$ cat config.mk
export PLATFORM = sky130hd
export DESIGN_NAME = lmc_lane
export DESIGN_NICKNAME = d
export VERILOG_FILES = /design/src/rtl/core/lmc_pkg.sv /design/src/rtl/core/lmc_lane.sv
export SDC_FILE = /design/constraint.sdc
export NUM_CORES = 1
export LEC_CHECK = 0
export ABC_AREA = 1
export ABC_CLOCK_PERIOD_IN_PS = 10200
export BUFFER_PORTS_ARGS = -buffer_cell sky130_fd_sc_hd__buf_2
export CAP_MARGIN = 20
export CORE_MARGIN = 5
export CORE_UTILIZATION = 62
export CTS_CLUSTER_SIZE = 14
export DETAILED_ROUTE_END_ITERATION = 10
export GPL_ROUTABILITY_DRIVEN = 0
export PLACE_DENSITY = 0.89
export SETUP_SLACK_MARGIN = 0.02
export SLEW_MARGIN = 0
export SYNTH_ARGS = -nofsm -noshare
export SYNTH_HDL_FRONTEND = slang
export SYNTH_SLANG_ARGS = --single-unit
$ cat constraint.sdc
create_clock -name clk -period 10.2 [get_ports clk]
set_clock_uncertainty 0.2 [all_clocks]
set_input_delay 1.53 -clock clk [delete_from_list [all_inputs] [get_ports clk]]
set_output_delay 1.53 -clock clk [all_outputs]
set_load 0.005 [all_outputs]
$ cat src/rtl/core/lmc_pkg.sv
// ----------------------------------------------------------------------------
// lmc_pkg: shared types and constants of the D2Q9 collision pipeline
// Holds the fixed-point types, the forward and inverse transform matrices,
// the rate register map and the constants of the divide-by-nine step.
// ----------------------------------------------------------------------------
package lmc_pkg;

	localparam int NUM_DIRS  = 9;
	localparam int NUM_RATES = 6;
	localparam int FIELD_W   = 18;
	localparam int RATE_W    = 15;
	localparam int MOM_W     = 24;	// forward moments
	localparam int DIFF_W    = 33;	// moment minus equilibrium
	localparam int RELAX_W   = 48;	// difference times rate
	localparam int ACC_W     = 56;	// inverse transform sum
	localparam int QUO_IN_W  = 25;	// biased operand of the divide by nine
	localparam int DIV9_SHIFT = 29;
	localparam int PROD_W    = QUO_IN_W + 26;

	// ceil(2^29 / 9); exact floor division for operands below 2^27.
	localparam logic [25:0] DIV9_MULT = 26'd59652324;
	// Bias that makes the clamped quotient operand non-negative (9 * 2^20).
	localparam int DIV9_BIAS_Q = 1 << 20;

	typedef logic signed [FIELD_W-1:0] q14_t;
	typedef logic [RATE_W-1:0]         rate_t;
	typedef logic signed [RELAX_W-1:0] relax_t;
	typedef logic signed [4:0]         coef_t;

	typedef enum logic [2:0] {
		RATE_DENSITY       = 3'd0,
		RATE_ENERGY        = 3'd1,
		RATE_ENERGY_SQUARE = 3'd2,
		RATE_MOMENTUM      = 3'd3,
		RATE_HEAT_FLUX     = 3'd4,
		RATE_STRESS        = 3'd5
	} rate_idx_t;

	localparam rate_t RATE_RESET [NUM_RATES] = '{
		15'd16384, 15'd22938, 15'd22938, 15'd16384, 15'd19661, 15'd16222
	};

	localparam rate_idx_t RATE_OF_MOMENT [NUM_DIRS] = '{
		RATE_DENSITY, RATE_ENERGY, RATE_ENERGY_SQUARE, RATE_MOMENTUM, RATE_HEAT_FLUX,
		RATE_MOMENTUM, RATE_HEAT_FLUX, RATE_STRESS, RATE_STRESS
	};

	localparam coef_t FWD_MAT [NUM_DIRS][NUM_DIRS] = '{
		'{ 5'sd1,  5'sd1,  5'sd1,  5'sd1,  5'sd1,  5'sd1,  5'sd1,  5'sd1,  5'sd1},
		'{-5'sd4, -5'sd1, -5'sd1, -5'sd1, -5'sd1,  5'sd2,  5'sd2,  5'sd2,  5'sd2},
		'{ 5'sd4, -5'sd2, -5'sd2, -5'sd2, -5'sd2,  5'sd1,  5'sd1,  5'sd1,  5'sd1},
		'{ 5'sd0,  5'sd1,  5'sd0, -5'sd1,  5'sd0,  5'sd1, -5'sd1, -5'sd1,  5'sd1},
		'{ 5'sd0, -5'sd2,  5'sd0,  5'sd2,  5'sd0,  5'sd1, -5'sd1, -5'sd1,  5'sd1},
		'{ 5'sd0,  5'sd0,  5'sd1,  5'sd0, -5'sd1,  5'sd1,  5'sd1, -5'sd1, -5'sd1},
		'{ 5'sd0,  5'sd0, -5'sd2,  5'sd0,  5'sd2,  5'sd1,  5'sd1, -5'sd1, -5'sd1},
		'{ 5'sd0,  5'sd1, -5'sd1,  5'sd1, -5'sd1,  5'sd0,  5'sd0,  5'sd0,  5'sd0},
		'{ 5'sd0,  5'sd0,  5'sd0,  5'sd0,  5'sd0,  5'sd1, -5'sd1,  5'sd1, -5'sd1}
	};

	// Inverse transform scaled by 36.
	localparam coef_t INV_MAT [NUM_DIRS][NUM_DIRS] = '{
		'{5'sd4, -5'sd4,  5'sd4,  5'sd0,  5'sd0,  5'sd0,  5'sd0,  5'sd0,  5'sd0},
		'{5'sd4, -5'sd1, -5'sd2,  5'sd6, -5'sd6,  5'sd0,  5'sd0,  5'sd9,  5'sd0},
		'{5'sd4, -5'sd1, -5'sd2,  5'sd0,  5'sd0,  5'sd6, -5'sd6, -5'sd9,  5'sd0},
		'{5'sd4, -5'sd1, -5'sd2, -5'sd6,  5'sd6,  5'sd0,  5'sd0,  5'sd9,  5'sd0},
		'{5'sd4, -5'sd1, -5'sd2,  5'sd0,  5'sd0, -5'sd6,  5'sd6, -5'sd9,  5'sd0},
		'{5'sd4,  5'sd2,  5'sd1,  5'sd6,  5'sd3,  5'sd6,  5'sd3,  5'sd0,  5'sd9},
		'{5'sd4,  5'sd2,  5'sd1, -5'sd6, -5'sd3,  5'sd6,  5'sd3,  5'sd0, -5'sd9},
		'{5'sd4,  5'sd2,  5'sd1, -5'sd6, -5'sd3, -5'sd6, -5'sd3,  5'sd0,  5'sd9},
		'{5'sd4,  5'sd2,  5'sd1,  5'sd6,  5'sd3, -5'sd6, -5'sd3,  5'sd0, -5'sd9}
	};

endpackage

$ cat src/rtl/core/lmc_lane.sv
// ----------------------------------------------------------------------------
// lmc_lane: one output direction of the collision
// Applies one row of the scaled inverse transform, divides by 36 * 2^14
// with rounding and subtracts the correction from the distribution.
// ----------------------------------------------------------------------------
module lmc_lane #(
	parameter int unsigned LANE = 0
) (
	input  logic            clk,
	input  logic            en,
	input  lmc_pkg::relax_t relax [lmc_pkg::NUM_DIRS],
	input  lmc_pkg::q14_t   f,
	output logic signed [23:0] post_wide
);

	localparam int ND = lmc_pkg::NUM_DIRS;
	localparam int AW = lmc_pkg::ACC_W;
	localparam int QW = lmc_pkg::QUO_IN_W;
	localparam int PW = lmc_pkg::PROD_W;

	logic signed [AW-1:0] acc_c, acc_s9, acc_rnd;
	logic signed [39:0]   y_c, y_cl, n_c;
	logic [QW-1:0]        n_s10;
	logic [PW-1:0]        prod_s11;
	logic signed [22:0]   quo;
	lmc_pkg::q14_t        f_s9, f_s10, f_s11;
	logic signed [23:0]   r_s12;

	always_comb begin
		acc_c = '0;
		for (int l = 0; l < ND; l++) begin
			acc_c = acc_c + AW'(relax[l]) * AW'(lmc_pkg::INV_MAT[LANE][l]);
		end
	end

	// Dividing by 36 * 2^14 is a shift by 16 then a floor divide by nine. The
	// shifted value is clamped to 24 bits: past that the result saturates the
	// same way whatever the exact quotient.
	always_comb begin
		acc_rnd = acc_s9 + AW'(18 * 16384);
		y_c     = acc_rnd[55:16];
		if (y_c > 40'sd8388607) begin
			y_cl = 40'sd8388607;
		end else if (y_c < -40'sd8388608) begin
			y_cl = -40'sd8388608;
		end else begin
			y_cl = y_c;
		end
		n_c = y_cl + 40'(9 * lmc_pkg::DIV9_BIAS_Q);
	end

	always_comb begin
		quo = $signed({1'b0, prod_s11[PW-1:lmc_pkg::DIV9_SHIFT]})
			- 23'(lmc_pkg::DIV9_BIAS_Q);
	end

	always_ff @(posedge clk) begin
		if (en) begin
			acc_s9   <= acc_c;
			f_s9     <= f;
			n_s10    <= n_c[QW-1:0];
			f_s10    <= f_s9;
			prod_s11 <= PW'(n_s10) * PW'(lmc_pkg::DIV9_MULT);
			f_s11    <= f_s10;
			r_s12    <= 24'(f_s11) - 24'(quo);
		end
	end

	assign post_wide = r_s12;

endmodule
==> flow_metrics.tcl <==
set metrics [dict create \
    dpl.hpwl_um 53200 \
    outcome "complete, no violations" \
    insertion_delay_ns 0.45 \
    final_nets 3925 \
    synth_top_area_share_pct 21.9 \
    synth_cell_types 49 \
    grt_pass1_wl_um 102000 \
    cts_hold_buffers 0 \
    cts.path.max_buffers 2 \
    cts_resized 0 \
    min_to "f_s11[1]" \
    rr_worst_depth 22 \
    synth_edf_count 166 \
    die_h_um 201 \
    synth_compound_area_share_pct 8.99 \
    min_path_cells 0 \
    synth_cells 2759 \
    cap_violations 0 \
    fmax_mhz 142 \
    drc 0 \
    cp_data_arrival_time_ns 7.01 \
    crit_type "flop to flop" \
    place_area_um2 24200 \
    coreArea_um2 36300 \
    rows 70 \
    period_share_pct 68.9 \
    vias 19700 \
    cts_tree "yes" \
    portBuffers 187 \
    muxShareOfSynthArea_pct 0 \
    drt_pass1_iterations 8 \
    layout_commonest_cell "inv_1" \
    reg2reg_from "n_s10[4]" \
    grt_max_degree 85 \
    dieWidth_um 201 \
    cp-end-kind "flop" \
    path_max_fanout 5 \
    hold_class "flop to flop" \
    cp-start-kind "flop" \
    yosysWarnings 0 \
    max_stage_delay_ns 0.60 \
    hp-start "f_s10[1]" \
    setup_tns_ns 0 \
    drv_slew 0 \
    syn_avg_cell_area_um2 8.23 \
    drive_gt1_share_pct 8.67 \
    yosys-top-cells-area "edfxtp_1 22%, fa_1 19%, ha_1 16%" \
    setup_viol 0 \
    drt-total-wl_um 63400 \
    ys_seq_elements 166 \
    h-tree-depth 4 \
    mostFrequentLayoutCells "763 x inv_1, 346 x nand2_1, 297 x ha_1" \
    path_cells "inv_1 -> fa_1 -> inv_1 -> ha_1 -> xor2_1 -> ha_1 -> fa_1 -> fa_1 -> inv_1 -> fa_1 -> fa_1 -> inv_1 -> ha_1 -> a21oi_1 -> inv_1 -> a21oi_1 -> o221ai_1 -> nor2_1 -> nand2_1 -> a21oi_1 -> o21ai_0 -> xor2_1" \
    synth_fa_ha_area_share_pct 35.1 \
    synthSimpleGateAreaFrac_pct 14.8 \
    drt_iter0_drc 1723 \
    synthArstFlopShare_pct 0 \
    regToRegSetupSlack_ns 3.17 \
    rsz0062_at_grt "no" \
    regArea_um2 4980 \
    grt.overflow.total 0 \
    synth_top_cell_by_area "edfxtp_1" \
    worst_hold_slack_ns 0.221 \
    avgViaCountPerCell 5.70 \
    cts.clk_slew.worst_paths_ns 0.07 \
    synthXorXnorAreaFrac_pct 6.40 \
    ys_seq_area_share_pct 21.9 \
    ant_nets 0 \
    multiInputGateArea_um2 14800 \
    wl_per_cell_um 18.4 \
    final_cell_area_um2 24800 \
    post-cts-setup-buffer-count 0 \
    synth_nets 3721 \
    initial_core_util_pct 62.5 \
    fillCellCount 2533 \
    area_growth_pct 9.33 \
    period_needed_ns 7.03 \
    synth_area_um2 22700 \
    synth_flop_cell "edfxtp_1" \
    crit_slowest_cell "fa_1" \
    finalHoldViolations 0 \
    ios 476 \
    cts-root-buf "clkbuf_16" \
    first_global_vias 21000 \
    dieArea_um2 40600 \
    grt_usage_pct 31.5 \
    max_slew_margin_pct 32.1 \
    antenna_found_initial 6 \
    cts_buffers 17 \
    worst_pin_slew_ns 1.02 \
    synth_top_family_by_area "adder cells" \
    clock_sinks 166 \
    cp.required_ns 10.19 \
    r2r_end "prod_s11[47]" \
]
## worst max-delay path: cells and delay by family (launching register included)
kind	cells	cell delay (ns)
adder cells (fa/ha/maj)	8	3.91
AO/OA/AOI/OAI	5	1.12
buffers and inverters	5	0.47
flip-flops	1	0.40
XOR/XNOR	2	0.36
AND/OR/NAND/NOR	2	0.29
## metal layers
layer / vias up / global-route usage, % / routed length, um
met1: 8945 / 33.3 / 21800
met3: 394 / 5.82 / 4760
li1: 9104 / - / -
met5: - / 0 / 0
met4: 0 / 26.6 / 6610
met2: 1211 / 54.2 / 30200
## cell type report
class	instances	share of cell area, %
multi-input combinational	1823	59.7
antenna	4	0.0403
inverter	767	11.6
timing repair buffer	188	3.82
clock buffer	18	1.73
clock inverter	14	0.640
sequential	166	20.1
tap	468	2.36
## flip-flops by register name, indices dropped and copies added, names as in the netlist
name and count:
post_wide 24, f_s10 18, f_s9 18, acc_s9 41, prod_s11 22, f_s11 18
n_s10 25
## synth_stat cells, types with 4 or more instances
cell and n:
nor2_1 267, xor2_1 104, ha_1 297, nor3_1 26, xnor2_1 62, o2111ai_1 6, o211ai_1 4, inv_1 763
o21a_1 12, nor3_2 5, a31oi_1 35, o21ai_0 85, nor2_4 5, nand3_1 67, edfxtp_1 166, a21oi_1 170
nor4_1 11, fa_1 213, and3_1 5, nand4_1 20, o21ai_1 14, a21boi_0 4, a211oi_1 4, a21o_1 8
o21bai_1 7, nor2_2 7, nand2_1 346, nand2_2 8
## cell families after synthesis
| family | after synthesis |
|---|---|
| adders and majority gates | 510 |
| AOI/OAI and AO/OA | 364 |
| buffers and inverters | 770 |
| DFF | 166 |
| and+or+nand+nor | 783 |
| xor gates and xnor gates | 166 |
## worst max path at each step
stage                               to  startpoint  cells after the start  slack [ns]
after floorplan           prod_s11[47]    n_s10[1]                     23        4.17
after CTS                 prod_s11[47]    n_s10[4]                     22        3.33
after global placement    prod_s11[47]    n_s10[7]                     23        3.66
after detailed placement  prod_s11[50]    n_s10[1]                     25        3.40
final                     prod_s11[47]    n_s10[4]                     22        3.17
after global routing      prod_s11[50]    n_s10[5]                     25        3.00
## metrics by stage
stage               setup slack, ns  cells  util (%)
floorplan                      4.17   2759         -
global placement               3.66   3412      66.7
detailed placement             3.40   3412      66.7
CTS                            3.33   3444      68.3
global route                   3.00   3447      68.3
finish                         3.17   3448      68.3
Power is left out: the tool's default activity adds up to more than one toggle a clock period on the data nets, which glitch-free logic cannot reach.
